[config.mk]
export PLATFORM = sky130hd
export DESIGN_NAME = rcpa_ctrl
export DESIGN_NICKNAME = d
export VERILOG_FILES = /design/src/hw/rtl/rcpa_pkg.sv /design/src/hw/rtl/rcpa_ctrl.sv
export SDC_FILE = /design/constraint.sdc
export NUM_CORES = 1
export LEC_CHECK = 0
export BUFFER_PORTS_ARGS = -buffer_cell sky130_fd_sc_hd__clkbuf_2
export CORE_ASPECT_RATIO = 0.7
export CORE_MARGIN = 2
export CORE_UTILIZATION = 54
export CTS_CLUSTER_SIZE = 30
export DETAILED_ROUTE_END_ITERATION = 6
export PLACE_DENSITY = 0.85
export SLEW_MARGIN = 20
export SYNTH_ARGS = -nofsm -noshare
export SYNTH_HDL_FRONTEND = slang
export SYNTH_SLANG_ARGS = --single-unit
[constraint.sdc]
create_clock -name i_clk -period 4.3 [get_ports i_clk]
set_input_delay 0.86 -clock i_clk [delete_from_list [all_inputs] [get_ports i_clk]]
set_output_delay 0.86 -clock i_clk [all_outputs]
set_load 0.02 [all_outputs]
[src/hw/rtl/rcpa_pkg.sv]
// Shared types and constants of the page allocator.
// No dependencies; every other file imports this package.
package rcpa_pkg;

    localparam int unsigned NUM_PAGES      = 32768;
    localparam int unsigned PAGES_PER_SLOT = 512;
    localparam int unsigned NUM_SLOTS      = 64;

    localparam int unsigned PAGE_W = 15;
    localparam int unsigned LINK_W = 16;
    localparam int unsigned CNT_W  = 16;
    localparam int unsigned SLOT_W = 6;
    localparam int unsigned OFF_W  = 9;
    localparam int unsigned J_W    = OFF_W + 1;

    localparam logic [CNT_W-1:0] CNT_MAX = '1;

    typedef enum logic [2:0] {
        M_DONATE     = 3'd0,
        M_ALLOC      = 3'd1,
        M_FREE       = 3'd2,
        M_INCREF     = 3'd3,
        M_SUPERALLOC = 3'd4,
        M_SUPERFREE  = 3'd5,
        M_SINCREF    = 3'd6,
        M_NOP        = 3'd7
    } t_mode;

    typedef enum logic [2:0] {
        ST_OK       = 3'd0,
        ST_OOM      = 3'd1,
        ST_BADADDR  = 3'd2,
        ST_UNDER    = 3'd3,
        ST_CONFLICT = 3'd4,
        ST_OVER     = 3'd5
    } t_status;

    // Command from controller to datapath.
    typedef struct packed {
        logic [PAGE_W-1:0] pref_raddr;
        logic              pref_we;
        logic [PAGE_W-1:0] pref_waddr;
        logic [CNT_W-1:0]  pref_wdata;
        logic [SLOT_W-1:0] sref_raddr;
        logic              sref_we;
        logic [SLOT_W-1:0] sref_waddr;
        logic [CNT_W-1:0]  sref_wdata;
        logic [PAGE_W-1:0] next_raddr;
        logic              next_we;
        logic [PAGE_W-1:0] next_waddr;
        logic [LINK_W-1:0] next_wdata;
        logic [PAGE_W-1:0] prev_raddr;
        logic              prev_we;
        logic [PAGE_W-1:0] prev_waddr;
        logic [LINK_W-1:0] prev_wdata;
        logic              head_we;
        logic [LINK_W-1:0] head_wdata;
    } t_cmd;

    // Status from datapath to controller; read data is registered and appears in the cycle after the address.
    typedef struct packed {
        logic [CNT_W-1:0]  pref_rdata;
        logic [CNT_W-1:0]  sref_rdata;
        logic [LINK_W-1:0] next_rdata;
        logic [LINK_W-1:0] prev_rdata;
        logic [LINK_W-1:0] head;
    } t_sts;

endpackage

[src/hw/rtl/rcpa_ctrl.sv]
// Controller: sequences every mode over the datapath memories and owns the result register.
// Depends on rcpa_pkg.
module rcpa_ctrl (
    input  logic                        i_clk,
    input  logic                        i_rst_n,
    input  logic [rcpa_pkg::PAGE_W-1:0] i_first_usable,
    input  logic                        i_in_valid,
    output logic                        o_in_ready,
    input  logic [2:0]                  i_mode,
    input  logic [rcpa_pkg::PAGE_W-1:0] i_page_index,
    output logic                        o_out_valid,
    input  logic                        i_out_ready,
    output logic [rcpa_pkg::PAGE_W-1:0] o_result_page,
    output logic [2:0]                  o_status,
    output rcpa_pkg::t_cmd              o_cmd,
    input  rcpa_pkg::t_sts              i_sts
);
    import rcpa_pkg::*;

    typedef enum logic [3:0] {
        S_CLR, S_IDLE, S_DEC, S_RD, S_ALLOC2, S_PUSH1, S_PUSH2, S_SRCH,
        S_SRCH2, S_CHK, S_PASS, S_UNL, S_UNL1, S_UNL2, S_FIN
    } t_state;

    localparam logic [J_W-1:0]   J_END    = J_W'(PAGES_PER_SLOT);
    localparam logic [CNT_W-1:0] SLOT_CNT = CNT_W'(PAGES_PER_SLOT);
    localparam logic [CNT_W-1:0] SINC_MAX = CNT_MAX - SLOT_CNT;

    t_state            r_state;
    t_mode             r_mode;
    t_status           r_st;
    logic [PAGE_W-1:0] r_p;
    logic [J_W-1:0]    r_j;
    logic              r_vld;
    logic              r_bad;
    logic [SLOT_W-1:0] r_k;
    logic [PAGE_W-1:0] r_wa;
    logic [LINK_W-1:0] r_nx;
    logic [CNT_W-1:0]  r_sr;
    logic [PAGE_W-1:0] r_clr;
    logic [PAGE_W-1:0] r_res;
    logic              r_ovld;
    logic [PAGE_W-1:0] r_ores;
    t_status           r_ost;

    logic [SLOT_W-1:0] w_s;
    logic [PAGE_W-1:0] w_q;
    logic [LINK_W-1:0] w_q1;
    logic [PAGE_W-1:0] w_hm1;
    logic              w_scan_end;
    logic              w_last;

    assign w_s        = r_p[PAGE_W-1:OFF_W];
    assign w_q        = r_p | PAGE_W'(r_j[OFF_W-1:0]);
    assign w_q1       = LINK_W'(w_q) + 1'b1;
    assign w_hm1      = PAGE_W'(i_sts.head - 1'b1);
    assign w_scan_end = (r_j == J_END) && !r_vld;
    assign w_last     = (r_j[OFF_W-1:0] == '1);

    assign o_in_ready    = (r_state == S_IDLE);
    assign o_out_valid   = r_ovld;
    assign o_result_page = r_ores;
    assign o_status      = r_ost;

    // Memory commands follow the state; they must match the branches below.
    always_comb begin
        o_cmd            = '0;
        o_cmd.pref_raddr = w_q;
        o_cmd.sref_raddr = w_s;
        o_cmd.next_raddr = w_q;
        o_cmd.prev_raddr = w_q;
        unique case (r_state)
            S_CLR: begin
                o_cmd.pref_we    = 1'b1;
                o_cmd.pref_waddr = r_clr;
                o_cmd.sref_we    = (r_clr < PAGE_W'(NUM_SLOTS));
                o_cmd.sref_waddr = r_clr[SLOT_W-1:0];
            end
            S_DEC: begin
                if (r_mode == M_ALLOC) begin
                    o_cmd.pref_raddr = w_hm1;
                    o_cmd.sref_raddr = w_hm1[PAGE_W-1:OFF_W];
                    o_cmd.next_raddr = w_hm1;
                end
            end
            S_RD: begin
                o_cmd.pref_waddr = r_p;
                o_cmd.sref_waddr = w_s;
                unique case (r_mode)
                    M_DONATE: begin
                        o_cmd.pref_we    = 1'b1;
                        o_cmd.pref_wdata = '0;
                        o_cmd.sref_we    = 1'b1;
                        o_cmd.sref_wdata = (i_sts.sref_rdata == '0) ? SLOT_CNT - 1'b1
                                                                    : i_sts.sref_rdata - 1'b1;
                    end
                    M_FREE: begin
                        if (i_sts.pref_rdata != '0 && i_sts.sref_rdata != '0) begin
                            o_cmd.pref_we    = 1'b1;
                            o_cmd.pref_wdata = i_sts.pref_rdata - 1'b1;
                            o_cmd.sref_we    = 1'b1;
                            o_cmd.sref_wdata = i_sts.sref_rdata - 1'b1;
                        end
                    end
                    M_ALLOC: begin
                        if (i_sts.sref_rdata != CNT_MAX) begin
                            o_cmd.sref_we    = 1'b1;
                            o_cmd.sref_wdata = i_sts.sref_rdata + 1'b1;
                            o_cmd.pref_we    = 1'b1;
                            o_cmd.pref_wdata = CNT_W'(1);
                            o_cmd.head_we    = 1'b1;
                            o_cmd.head_wdata = i_sts.next_rdata;
                            o_cmd.next_we    = 1'b1;
                            o_cmd.next_waddr = r_p;
                            o_cmd.next_wdata = '0;
                            o_cmd.prev_we    = (i_sts.next_rdata != '0);
                            o_cmd.prev_waddr = PAGE_W'(i_sts.next_rdata - 1'b1);
                            o_cmd.prev_wdata = '0;
                        end
                    end
                    M_INCREF: begin
                        if (i_sts.pref_rdata != CNT_MAX && i_sts.sref_rdata != CNT_MAX) begin
                            o_cmd.pref_we    = 1'b1;
                            o_cmd.pref_wdata = i_sts.pref_rdata + 1'b1;
                            o_cmd.sref_we    = 1'b1;
                            o_cmd.sref_wdata = i_sts.sref_rdata + 1'b1;
                        end
                    end
                    default: begin
                    end
                endcase
            end
            S_ALLOC2: begin
                o_cmd.prev_we    = 1'b1;
                o_cmd.prev_waddr = r_p;
                o_cmd.prev_wdata = '0;
            end
            S_PUSH1: begin
                o_cmd.next_we    = 1'b1;
                o_cmd.next_waddr = w_q;
                o_cmd.next_wdata = i_sts.head;
                o_cmd.prev_we    = 1'b1;
                o_cmd.prev_waddr = w_q;
                o_cmd.prev_wdata = '0;
                o_cmd.head_we    = 1'b1;
                o_cmd.head_wdata = w_q1;
            end
            S_PUSH2: begin
                o_cmd.prev_we    = 1'b1;
                o_cmd.prev_waddr = PAGE_W'(r_nx - 1'b1);
                o_cmd.prev_wdata = w_q1;
            end
            S_SRCH: begin
                o_cmd.sref_raddr = r_k;
            end
            S_CHK: begin
                o_cmd.sref_waddr = w_s;
                if (w_scan_end && !r_bad) begin
                    unique case (r_mode)
                        M_SUPERALLOC: begin
                            o_cmd.sref_we    = 1'b1;
                            o_cmd.sref_wdata = SLOT_CNT;
                        end
                        M_SUPERFREE: begin
                            o_cmd.sref_we    = (i_sts.sref_rdata >= SLOT_CNT);
                            o_cmd.sref_wdata = i_sts.sref_rdata - SLOT_CNT;
                        end
                        M_SINCREF: begin
                            o_cmd.sref_we    = (i_sts.sref_rdata <= SINC_MAX);
                            o_cmd.sref_wdata = i_sts.sref_rdata + SLOT_CNT;
                        end
                        default: begin
                        end
                    endcase
                end
            end
            S_PASS: begin
                o_cmd.pref_we    = r_vld;
                o_cmd.pref_waddr = r_wa;
                o_cmd.pref_wdata = (r_mode == M_SUPERFREE) ? i_sts.pref_rdata - 1'b1
                                                           : i_sts.pref_rdata + 1'b1;
            end
            S_UNL1: begin
                o_cmd.pref_we    = 1'b1;
                o_cmd.pref_waddr = w_q;
                o_cmd.pref_wdata = CNT_W'(1);
                if (i_sts.prev_rdata != '0) begin
                    o_cmd.next_we    = 1'b1;
                    o_cmd.next_waddr = PAGE_W'(i_sts.prev_rdata - 1'b1);
                    o_cmd.next_wdata = i_sts.next_rdata;
                end else begin
                    o_cmd.head_we    = 1'b1;
                    o_cmd.head_wdata = i_sts.next_rdata;
                end
                o_cmd.prev_we    = (i_sts.next_rdata != '0);
                o_cmd.prev_waddr = PAGE_W'(i_sts.next_rdata - 1'b1);
                o_cmd.prev_wdata = i_sts.prev_rdata;
            end
            S_UNL2: begin
                o_cmd.next_we    = 1'b1;
                o_cmd.next_waddr = w_q;
                o_cmd.next_wdata = '0;
                o_cmd.prev_we    = 1'b1;
                o_cmd.prev_waddr = w_q;
                o_cmd.prev_wdata = '0;
            end
            default: begin
            end
        endcase
    end

    always_ff @(posedge i_clk) begin
        if (!i_rst_n) begin
            r_state <= S_CLR;
            r_clr   <= '0;
            r_ovld  <= 1'b0;
        end else begin
            if (i_out_ready) begin
                r_ovld <= 1'b0;
            end
            unique case (r_state)
                S_CLR: begin
                    r_clr <= r_clr + 1'b1;
                    if (r_clr == '1) begin
                        r_state <= S_IDLE;
                    end
                end
                S_IDLE: begin
                    if (i_in_valid) begin
                        r_mode  <= t_mode'(i_mode);
                        r_p     <= i_page_index;
                        r_j     <= '0;
                        r_res   <= '0;
                        r_st    <= ST_OK;
                        r_state <= S_DEC;
                    end
                end
                S_DEC: begin
                    r_vld <= 1'b0;
                    r_bad <= 1'b0;
                    unique case (r_mode)
                        M_DONATE, M_FREE: begin
                            if (r_p < i_first_usable) begin
                                r_st    <= ST_BADADDR;
                                r_state <= S_FIN;
                            end else begin
                                r_state <= S_RD;
                            end
                        end
                        M_ALLOC: begin
                            if (i_sts.head == '0) begin
                                r_st    <= ST_OOM;
                                r_state <= S_FIN;
                            end else begin
                                r_p     <= w_hm1;
                                r_state <= S_RD;
                            end
                        end
                        M_INCREF: r_state <= S_RD;
                        M_SUPERALLOC: begin
                            r_k     <= '0;
                            r_state <= S_SRCH;
                        end
                        M_SUPERFREE, M_SINCREF: begin
                            if (r_p[OFF_W-1:0] != '0) begin
                                r_st    <= ST_BADADDR;
                                r_state <= S_FIN;
                            end else begin
                                r_state <= S_CHK;
                            end
                        end
                        default: r_state <= S_FIN;
                    endcase
                end
                S_RD: begin
                    unique case (r_mode)
                        M_DONATE: r_state <= S_PUSH1;
                        M_FREE: begin
                            if (i_sts.pref_rdata == '0 || i_sts.sref_rdata == '0) begin
                                r_st    <= ST_UNDER;
                                r_state <= S_FIN;
                            end else if (i_sts.pref_rdata == CNT_W'(1)) begin
                                r_state <= S_PUSH1;
                            end else begin
                                r_state <= S_FIN;
                            end
                        end
                        M_ALLOC: begin
                            if (i_sts.sref_rdata == CNT_MAX) begin
                                r_st    <= ST_OVER;
                                r_state <= S_FIN;
                            end else begin
                                r_res   <= r_p;
                                r_state <= S_ALLOC2;
                            end
                        end
                        default: begin
                            if (i_sts.pref_rdata == CNT_MAX || i_sts.sref_rdata == CNT_MAX) begin
                                r_st <= ST_OVER;
                            end
                            r_state <= S_FIN;
                        end
                    endcase
                end
                S_ALLOC2: r_state <= S_FIN;
                S_PUSH1, S_PUSH2: begin
                    r_nx <= i_sts.head;
                    if (r_state == S_PUSH1 && i_sts.head != '0) begin
                        r_state <= S_PUSH2;
                    end else if (r_mode == M_SUPERFREE && !w_last) begin
                        r_j     <= r_j + 1'b1;
                        r_state <= S_PUSH1;
                    end else begin
                        r_state <= S_FIN;
                    end
                end
                S_SRCH: r_state <= S_SRCH2;
                S_SRCH2: begin
                    if (i_sts.sref_rdata == '0) begin
                        r_p     <= {r_k, OFF_W'(0)};
                        r_j     <= '0;
                        r_vld   <= 1'b0;
                        r_bad   <= 1'b0;
                        r_state <= S_CHK;
                    end else if (r_k == SLOT_W'(NUM_SLOTS - 1)) begin
                        r_st    <= ST_OOM;
                        r_state <= S_FIN;
                    end else begin
                        r_k     <= r_k + 1'b1;
                        r_state <= S_SRCH;
                    end
                end
                S_CHK: begin
                    if (r_j != J_END) begin
                        r_j <= r_j + 1'b1;
                    end
                    r_vld <= (r_j != J_END);
                    if (r_vld) begin
                        priority case (r_mode)
                            M_SUPERALLOC: if (i_sts.pref_rdata != '0) r_bad <= 1'b1;
                            M_SUPERFREE:  if (i_sts.pref_rdata == '0) r_bad <= 1'b1;
                            default:      if (i_sts.pref_rdata == CNT_MAX) r_bad <= 1'b1;
                        endcase
                    end
                    if (w_scan_end) begin
                        r_j <= '0;
                        priority case (r_mode)
                            M_SUPERALLOC: begin
                                if (r_bad) begin
                                    r_st    <= ST_CONFLICT;
                                    r_state <= S_FIN;
                                end else begin
                                    r_state <= S_UNL;
                                end
                            end
                            M_SUPERFREE: begin
                                r_sr <= i_sts.sref_rdata - SLOT_CNT;
                                if (r_bad || i_sts.sref_rdata < SLOT_CNT) begin
                                    r_st    <= ST_UNDER;
                                    r_state <= S_FIN;
                                end else begin
                                    r_state <= S_PASS;
                                end
                            end
                            default: begin
                                if (r_bad || i_sts.sref_rdata > SINC_MAX) begin
                                    r_st    <= ST_OVER;
                                    r_state <= S_FIN;
                                end else begin
                                    r_state <= S_PASS;
                                end
                            end
                        endcase
                    end
                end
                S_PASS: begin
                    if (r_j != J_END) begin
                        r_j <= r_j + 1'b1;
                    end
                    r_wa  <= w_q;
                    r_vld <= (r_j != J_END);
                    if (w_scan_end) begin
                        r_j <= '0;
                        if (r_mode == M_SUPERFREE && r_sr == '0) begin
                            r_state <= S_PUSH1;
                        end else begin
                            r_state <= S_FIN;
                        end
                    end
                end
                S_UNL:  r_state <= S_UNL1;
                S_UNL1: r_state <= S_UNL2;
                S_UNL2: begin
                    if (w_last) begin
                        r_res   <= r_p;
                        r_state <= S_FIN;
                    end else begin
                        r_j     <= r_j + 1'b1;
                        r_state <= S_UNL;
                    end
                end
                S_FIN: begin
                    if (!r_ovld || i_out_ready) begin
                        r_ovld  <= 1'b1;
                        r_ores  <= r_res;
                        r_ost   <= r_st;
                        r_state <= S_IDLE;
                    end
                end
                default: r_state <= S_IDLE;
            endcase
        end
    end

    a_no_accept_in_clear: assert property (@(posedge i_clk) disable iff (!i_rst_n)
        (r_state == S_CLR) |-> !o_in_ready)
        else $error("request taken during clearing pass");

    a_result_only_ok: assert property (@(posedge i_clk) disable iff (!i_rst_n)
        (r_ovld && r_ores != '0) |-> (r_ost == ST_OK))
        else $error("nonzero result page with error status");

    a_index_bound: assert property (@(posedge i_clk) disable iff (!i_rst_n)
        (r_state == S_CHK || r_state == S_PASS) |-> (r_j <= J_END))
        else $error("slot page index past end of slot");

    a_fin_loads: assert property (@(posedge i_clk) disable iff (!i_rst_n)
        (r_state == S_FIN && !r_ovld) |=> (r_ovld && r_state == S_IDLE))
        else $error("finished item not loaded into output register");

endmodule
==> results of run 1 <==
[path summary, 6_finish.rpt]
check                           slack, ns  cells past startpoint                    from                          to
worst max-delay path                 0.13                     10               i_sts[64]                  o_cmd[147]
worst min-delay path                 0.42                      0  r_res[6]$_SDFFCE_PN0P_  o_result_page[6]$_DFFE_PP_
worst max register to register       1.21                      6       r_p[14]$_DFFE_PP_           r_st[1]$_DFFE_PP_
worst min register to register       0.42                      0  r_res[6]$_SDFFCE_PN0P_  o_result_page[6]$_DFFE_PP_
[power groups by stage]
| stage | clock [W] | combinational, W | sequential (W) |
|---|---|---|---|
| after floorplan | 0 | 0.000171 | 0.00147 |
| after global placement | 0 | 0.000319 | 0.00147 |
| after detailed placement | 0 | 0.000323 | 0.00148 |
| after CTS | 0.00149 | 0.000325 | 0.00145 |
| after global routing | 0.00154 | 0.000360 | 0.00145 |
| final | 0.00149 | 0.000337 | 0.00145 |
[Yosys cell counts, types with 5 or more instances]
library cell | count | area share, %
inv_1 | 63 | 2.0
clkbuf_1 | 65 | 2.0
and3_1 | 20 | 1.0
a221oi_1 | 10 | 0.73
nor2b_1 | 11 | 0.57
dfxtp_1 | 20 | 3.3
a21boi_0 | 6 | 0.38
nand3b_1 | 5 | 0.31
a31oi_1 | 14 | 0.73
nor4_1 | 35 | 1.8
nand3_1 | 52 | 2.2
ha_1 | 34 | 3.5
a22o_1 | 37 | 2.7
buf_4 | 24 | 1.5
buf_6 | 5 | 0.47
or3_1 | 14 | 0.73
a21oi_1 | 64 | 2.7
nand2_1 | 141 | 4.4
xor2_1 | 41 | 3.0
and2_1 | 36 | 1.9
a222oi_1 | 8 | 0.67
nor3b_1 | 7 | 0.44
nor4_2 | 5 | 0.52
nor2_1 | 130 | 4.1
nand2b_1 | 16 | 0.83
or4_1 | 8 | 0.50
a221o_1 | 14 | 1.2
buf_2 | 24 | 1.0
o21ai_0 | 104 | 4.3
xnor2_1 | 62 | 4.5
a211oi_1 | 8 | 0.50
a21o_1 | 9 | 0.56
a22oi_1 | 23 | 1.4
o31ai_1 | 7 | 0.44
o22ai_1 | 27 | 1.4
or2_2 | 6 | 0.31
nor3_1 | 39 | 1.6
o221ai_1 | 15 | 1.1
nand4_1 | 27 | 1.4
and4_1 | 10 | 0.73
o22a_1 | 6 | 0.44
edfxtp_1 | 118 | 30
[registers in the layout, indices dropped and copies added (netlist names), 6 cells and up]
register       count
r_p               15
r_j               10
r_nx              15
r_clr             15
r_wa              15
r_k                6
r_res             15
o_result_page     15
r_sr              16
[area by class of cell]
class	count	area, µm²
antenna	1	2.50
tap	282	353
sequential	138	3940
timing repair buffer	389	2110
inverter	64	240
clock inverter	15	171
clock buffer	17	425
fill	1806	7290
multi-input combinational	1120	7200
[metal layers]
| metal | vias up | global-route usage, % | share of wire, % |
|---|---|---|---|
| met5 | - | 0 | 0.10 |
| met4 | 2 | 10.6 | 2.3 |
| met3 | 125 | 12.2 | 16 |
| met2 | 1226 | 57.5 | 42 |
| met1 | 6373 | 57.1 | 40 |
| li1 | 5964 | - | - |
[cells by family (layout without fill, tap and decap cells)]
kind of cell / Yosys count / after routing / share of synthesized area [%]
fa+ha+maj: 34 / 34 / 3.55
simple gates: 586 / 586 / 25.9
other cells: 0 / 1 / 0
xor+xnor: 103 / 103 / 7.52
compound gates: 395 / 395 / 22.7
mux: 2 / 2 / 0.177
flops: 138 / 138 / 32.9
buf+inv: 186 / 485 / 7.23
[timing repair]
| item | in CTS | in global routing |
|---|---|---|
| setup buffers | 0 | 0 |
| resized for setup | 0 | 4 |
| hold buffers | 0 | 0 |
| endpoints found under the setup margin | 0 | 13 |
[per-stage QoR]
step           setup TNS (ns)  total power (W)  std cells  worst slack, ns  hold slack, ns
2_1_floorplan               0          0.00164       1444            0.541           0.400
3_3_place_gp                0          0.00179       1993            0.238           0.401
3_5_place_dp                0          0.00180       1993           0.0795           0.408
4_1_cts                     0          0.00327       2025           0.0506           0.426
5_1_grt               -0.0169          0.00335       2025          -0.0169           0.430
6_report                    0          0.00328       2026            0.134           0.423
[worst max-delay path, cell delays in order]
cell	delay, ns
clkbuf_2	0.21
ha_1	0.25
nand3_1	0.12
nor4_2	0.39
buf_4	0.21
nor4_2	0.07
or2_1	0.47
a221o_1	0.39
and2_1	0.16
clkbuf_2	0.15
==> out/qor.csv, run 1 <==
metric;value;unit
outcome;finished clean;
internal-power;0.00239;W
dieWidth;182;µm
relSlewSlack;30.6;%
synth_fp_nets;1595;
ys_seq_area_share;32.9;%
synth_edf_count;118;
start_util;55.2;%
grt_pass1_vias;12100;
clkPwrFrac;45.6;%
setup_viol;0;
drt-initial-drc-count;2531;
drive_gt1_share;26.5;%
clkTransAtPathRegs;0.07;ns
p_per_area;227;nW/µm²
place.gp.congestion;1.03;
grt_max_degree;30;
p_sw;0.000882;W
core_area;21700;µm²
area_growth;20.5;%
tightest_slew;1.03;ns
synth_seq_cells;138;
async_flop_share;0;%
design_area;14400;µm²
crit_path_end_kind;primary output;
drc;0;
antenna_found_initial;2;
cts.path.max_buffers;2;
grt_first_pass_wirelength;71100;µm
syn_inst;1444;
synth_area;12000;µm²
slew_violations;0;
worst_ir_drop_vdd;0.281;mV
portBuffers;323;
ioPinCount;324;
cts-root-buf;clkbuf_16;
ys.flop_type;edfxtp_1;
sw_frac_of_total;26.9;%
finClkSkew;0.0122;ns
p_comb_share;10.3;%
drt_wl_total;48000;µm
dp_hpwl;36800;µm
rsz0062_at_grt;true;
ant_nets;0;
layout.nets;1881;
crit_path_start_kind;primary input;
synth_cell_types;88;
cts_sinks;138;
place_area;13800;µm²
cts_tree;yes;
die_h;129;µm
hold_viol;0;
timing.final.crit_share;96.9;%
insertion_delay;0.44;ns
cts_buffers;17;
cp.arrival;3.31;ns
h-tree-depth;4;
vias_per_cell;6.76;
detail_route.first_pass.iterations;7;
final_cell_mix;clkbuf_2, nand2_1, nor2_1, edfxtp_1, o21ai_0;
wl_per_cell;23.7;µm
period_needed;4.17;ns
utilization;66.5;%
die_area;23400;µm²
path_class;primary input to primary output;
final_common_cell;clkbuf_2;
via_count;13700;
worstPathRequired;3.44;ns
max_cap_violations;0;
p_leak;5.99;nW
power.share.sequential;44.2;%
overflow;0;
cp_max_fo;16;
fmax;0.240;GHz
postSynthAreaPerCell;8.30;µm²
track_usage;39.6;%
min_path_type;register to register;
rows;45;
yosysWarnings;0;
Power figures use the tool's default switching activity.
==> inputs of run 2 (changes only) <==
--- a/config.mk
+++ b/config.mk
@@ -6,12 +6,14 @@
 export NUM_CORES = 1
 export LEC_CHECK = 0
 export BUFFER_PORTS_ARGS = -buffer_cell sky130_fd_sc_hd__clkbuf_2
+export CELL_PAD_IN_SITES_DETAIL_PLACEMENT = 0
+export CELL_PAD_IN_SITES_GLOBAL_PLACEMENT = 1
 export CORE_ASPECT_RATIO = 0.7
 export CORE_MARGIN = 2
-export CORE_UTILIZATION = 54
+export CORE_UTILIZATION = 40
 export CTS_CLUSTER_SIZE = 30
 export DETAILED_ROUTE_END_ITERATION = 6
-export PLACE_DENSITY = 0.85
+export PLACE_DENSITY = 0.86
 export SLEW_MARGIN = 20
 export SYNTH_ARGS = -nofsm -noshare
 export SYNTH_HDL_FRONTEND = slang
==> out/qor.csv, run 2 (same netlist as run 1, synthesis figures left out) <==
metric;value;unit
cp.arrival;3.28;ns
drt-initial-drc-count;1780;
cp_max_fo;15;
overflow;0;
vias_per_cell;6.27;
worstPathRequired;3.44;ns
track_usage;30.7;%
grtUsageMet2;41.8;%
setup_slack;0.159;ns
met1_usage;46.5;%
antenna_cells;0;
rsz0062_at_grt;false;
cts_sinks;138;
final_cell_mix;clkbuf_2, nand2_1, nor2_1, edfxtp_1, o21ai_0;
final_common_cell;clkbuf_2;
slew_violations;0;
fillers;2899;
layout.nets;1889;
area_growth;21.9;%
cts_tree;yes;
grt_first_pass_wirelength;72600;µm
tightest_slew;1.10;ns
period_needed;4.14;ns
ioPinCount;324;
max_cap_violations;0;
hold_buffers;0;
dp_hpwl;38600;µm
largest_reg_flops;16;
drt_wl_total;49300;µm
p_leak;6.03;nW
top_usage_layer;met1;
detail_route.first_pass.iterations;6;
path_class;primary input to primary output;
start_util;41.0;%
tns;0;ns
core_area;29200;µm²
wl_per_cell;23.2;µm
die_h;149;µm
via_count;13400;
relSlewSlack;26.3;%
die_area;31400;µm²
dieWidth;211;µm
drc;0;
timing.final.crit_share;96.3;%
cts_buffers;17;
hold_ws;0.419;ns
p_per_area;220;nW/µm²
insertion_delay;0.45;ns
h-tree-depth;4;
crit_path_end_kind;primary output;
crit_path_start_kind;primary input;
grt_max_degree;30;
worst_ir_drop_vdd;0.230;mV
rows;52;
clkTransAtPathRegs;0.06;ns
fmax;0.241;GHz
pre_cts_slack;0.0789;ns
min_path_type;register to register;
cts.path.max_buffers;2;
grt_pass1_vias;11800;
portBuffers;323;
outcome;finished clean;
utilization;50.1;%
antenna_found_initial;1;
grt_use_met3;9.28;%
setup_viol;0;
ant_nets;0;
regMostFlops;r_sr;
finClkSkew;0.0131;ns
drive_gt1_share;27.1;%
cts-root-buf;clkbuf_16;
hold_viol;0;
place.gp.congestion;0.987;
[run 2: changes by cell type in the layout (fill, tap and decap cells not counted), sizes merged]
cell	change
buf	+8
bufinv	-1
clkinvlp	+1
diode	-1
[run 2: layer usage]
metal	routed length, µm	share of wire, %	vias up
li1	-	-	5968
met1	21900	44	6380
met2	19900	40	919
met3	6560	13	85
met4	923	1.9	2
met5	13	0.026	-
[run 2: stage by stage]
step / instance area [µm²] / instances / power [W]
6_report: 14600 / 2129 / 0.00322
5_1_grt: 14600 / 2129 / 0.00331
4_1_cts: 14600 / 2128 / 0.00322
3_5_place_dp: 14000 / 2096 / 0.00180
3_3_place_gp: 14000 / 2096 / 0.00180
2_1_floorplan: 12000 / 1444 / 0.00164
[run 2: cell type report]
type | count | area, µm² | area share, %
Clock buffer | 17 | 425 | 2.91
Clock inverter | 15 | 146 | 1.00
Inverter | 64 | 240 | 1.64
Multi-Input combinational cell | 1120 | 7210 | 49.3
Sequential cell | 138 | 3940 | 27.0
Tap cell | 378 | 473 | 3.23
Timing Repair Buffer | 397 | 2180 | 14.9
[run 2: worst paths after layout]
kind / from / end / slack [ns] / cells after the start
max reg2reg: r_state[3]$_SDFFE_PN0P_ / r_k[5]$_SDFFCE_PN0P_ / 1.09 / 7
max: i_sts[48] / o_cmd[144] / 0.16 / 10
min reg2reg: r_res[10]$_SDFFCE_PN0P_ / o_result_page[10]$_DFFE_PP_ / 0.42 / 0
min: r_res[10]$_SDFFCE_PN0P_ / o_result_page[10]$_DFFE_PP_ / 0.42 / 0
[run 2: what timing repair did]
action                                  CTS  global route
endpoints found under the setup margin    0            12
resized for setup                         0             5
setup buffers                             0             1
[run 2: where the power goes]
group	switching (W)	internal (W)	total (W)	leakage [nW]
sequential	0.00000530	0.00144	0.00145	1.30
clock	0.000668	0.000770	0.00144	0.277
combinational	0.000211	0.000122	0.000333	4.45
total	0.000884	0.00233	0.00322	6.03
[run 2: critical path, cell delays in order]
cell       delay, ns
clkbuf_2        0.15
inv_1           0.10
ha_1            0.25
nor4b_4         0.32
and4_1          0.39
a2111oi_4       0.09
or2_2           0.44
a221o_1         0.35
and2_1          0.16
clkbuf_2        0.15
==> inputs of run 3 (changes only) <==
--- a/config.mk
+++ b/config.mk
@@ -5,14 +5,16 @@
 export SDC_FILE = /design/constraint.sdc
 export NUM_CORES = 1
 export LEC_CHECK = 0
-export BUFFER_PORTS_ARGS = -buffer_cell sky130_fd_sc_hd__clkbuf_2
+export BUFFER_PORTS_ARGS = -buffer_cell sky130_fd_sc_hd__buf_4
 export CELL_PAD_IN_SITES_DETAIL_PLACEMENT = 0
 export CELL_PAD_IN_SITES_GLOBAL_PLACEMENT = 1
 export CORE_ASPECT_RATIO = 0.7
 export CORE_MARGIN = 2
 export CORE_UTILIZATION = 40
+export CTS_BUF_LIST = sky130_fd_sc_hd__clkbuf_8 sky130_fd_sc_hd__clkbuf_16
 export CTS_CLUSTER_SIZE = 30
 export DETAILED_ROUTE_END_ITERATION = 6
+export MAX_ROUTING_LAYER = met4
 export PLACE_DENSITY = 0.86
 export SLEW_MARGIN = 20
 export SYNTH_ARGS = -nofsm -noshare
==> out/qor.csv, run 3 (same netlist as run 1, synthesis figures left out) <==
metric;value;unit
final_cell_mix;buf_4, nand2_1, nor2_1, edfxtp_1, o21ai_0;
hold_buffers;0;
fillers;2793;
clkTransAtPathRegs;0.07;ns
worstPathRequired;3.44;ns
hold_path_depth;0;
timing.final.crit_share;95.7;%
ioPinCount;324;
cts_buffers;17;
p_per_area;216;nW/µm²
area_growth;28.4;%
cts_tree;yes;
cts-root-buf;clkbuf_16;
drc;0;
period_needed;4.12;ns
utilization;52.7;%
largest_reg_flops;16;
final_common_cell;buf_4;
rows;52;
relSlewSlack;29.6;%
place_area;14800;µm²
dpl.cell_count;2092;
hold_start;r_res[7]$_SDFFCE_PN0P_;
dieWidth;211;µm
grt_max_degree;30;
path_class;primary input to primary output;
cp.arrival;3.26;ns
core_area;29200;µm²
portBuffers;323;
start_util;41.0;%
detail_route.first_pass.iterations;7;
ant_nets;0;
ff2ff_setup_slack;1.30;ns
max_cap_violations;0;
cp_max_fo;9;
design_area;15400;µm²
setup_viol;0;
cts.path.max_buffers;2;
min_path_type;register to register;
overflow;0;
layout.nets;1885;
p_leak;6.24;nW
antenna_cells;0;
h-tree-depth;4;
insertion_delay;0.44;ns
dp_hpwl;39400;µm
outcome;finished clean;
tns;0;ns
finClkSkew;0.0116;ns
drt_wl_total;50800;µm
via_count;13300;
r2r_cells;9;
antenna_found_initial;0;
drive_gt1_share;26.5;%
hold_end;o_result_page[7]$_DFFE_PP_;
pre_cts_slack;0.234;ns
tightest_slew;1.05;ns
fmax;0.243;GHz
final_cells;2125;
reg2reg_from;r_j[0]$_DFFE_PP_;
grt_pass1_vias;12100;
crit_path_start_kind;primary input;
die_h;149;µm
rsz0062_at_grt;false;
hold_viol;0;
slew_violations;0;
cts_sinks;138;
wl_per_cell;23.9;µm
r2r-end;r_j[9]$_DFFE_PP_;
die_area;31400;µm²
grt_first_pass_wirelength;75200;µm
drt-initial-drc-count;1810;
track_usage;32.6;%
crit_path_end_kind;primary output;
vias_per_cell;6.28;
setup_slack;0.185;ns
regMostFlops;r_sr;
place.gp.congestion;0.989;
worst_ir_drop_vdd;0.270;mV
run 3: cell types whose count changed in the layout (fill, tap and decap cells not counted), moves of 2 or more:
cell / before / now
or2_2: 8 / 6
or2_1: 0 / 2
clkinvlp_4: 2 / 0
clkinv_2: 0 / 2
buf_4: 73 / 393
clkbuf_2: 323 / 0
run 3: through the flow:
step | power, W | hold WS (ns)
final | 0.00333 | 0.419
after global routing | 0.00341 | 0.427
after CTS | 0.00333 | 0.421
after detailed placement | 0.00184 | 0.406
after global placement | 0.00184 | 0.401
after floorplan | 0.00164 | 0.400
run 3: routing by layer:
| metal | track usage, % | part of all wire (%) | up-vias |
|---|---|---|---|
| li1 | - | - | 5974 |
| met1 | 49.2 | 46 | 6388 |
| met2 | 44.6 | 41 | 917 |
| met3 | 7.14 | 12 | 60 |
| met4 | 5.49 | 1.4 | 0 |
| met5 | - | 0 | - |
run 3: final cells by class:
type	instances	area [µm²]	share of cell area (%)
Clock inverter	14	146	0.951
Multi-Input combinational cell	1120	7190	46.7
Tap cell	378	473	3.07
Timing Repair Buffer	393	2950	19.2
Clock buffer	18	450	2.93
Inverter	64	240	1.56
Sequential cell	138	3940	25.6
run 3: worst max-delay path: stages:
cell and delay [ns]:
buf_4 0.13, inv_1 0.12, ha_1 0.20, nor4b_1 0.26, nand4_1 0.29, and4_1 0.38, or2_0 0.26, buf_4 0.17
a221oi_1 0.29, a211oi_1 0.10, buf_4 0.17
run 3: how the worst max path moves through the flow:
stage                                  from          to  slack [ns]
floorplan                         i_sts[57]  o_cmd[126]        0.54
global route                      i_sts[65]  o_cmd[113]       0.003
finish                            i_sts[65]  o_cmd[113]        0.18
global placement                  i_sts[48]  o_cmd[154]        0.26
detailed placement                i_sts[48]  o_cmd[154]        0.23
CTS                 r_state[0]$_SDFFE_PN0P_  o_cmd[154]        0.20
run 3: power breakdown:
group	internal, W	switching (W)	leakage (nW)
Combinational	0.000158	0.000214	4.64
Sequential	0.00144	0.00000537	1.30
Clock	0.000856	0.000655	0.299
run 3: what timing repair did:
action,4_1_cts,5_1_grt
resized for setup,0,1
setup buffers,0,1
setup endpoints to repair,0,5
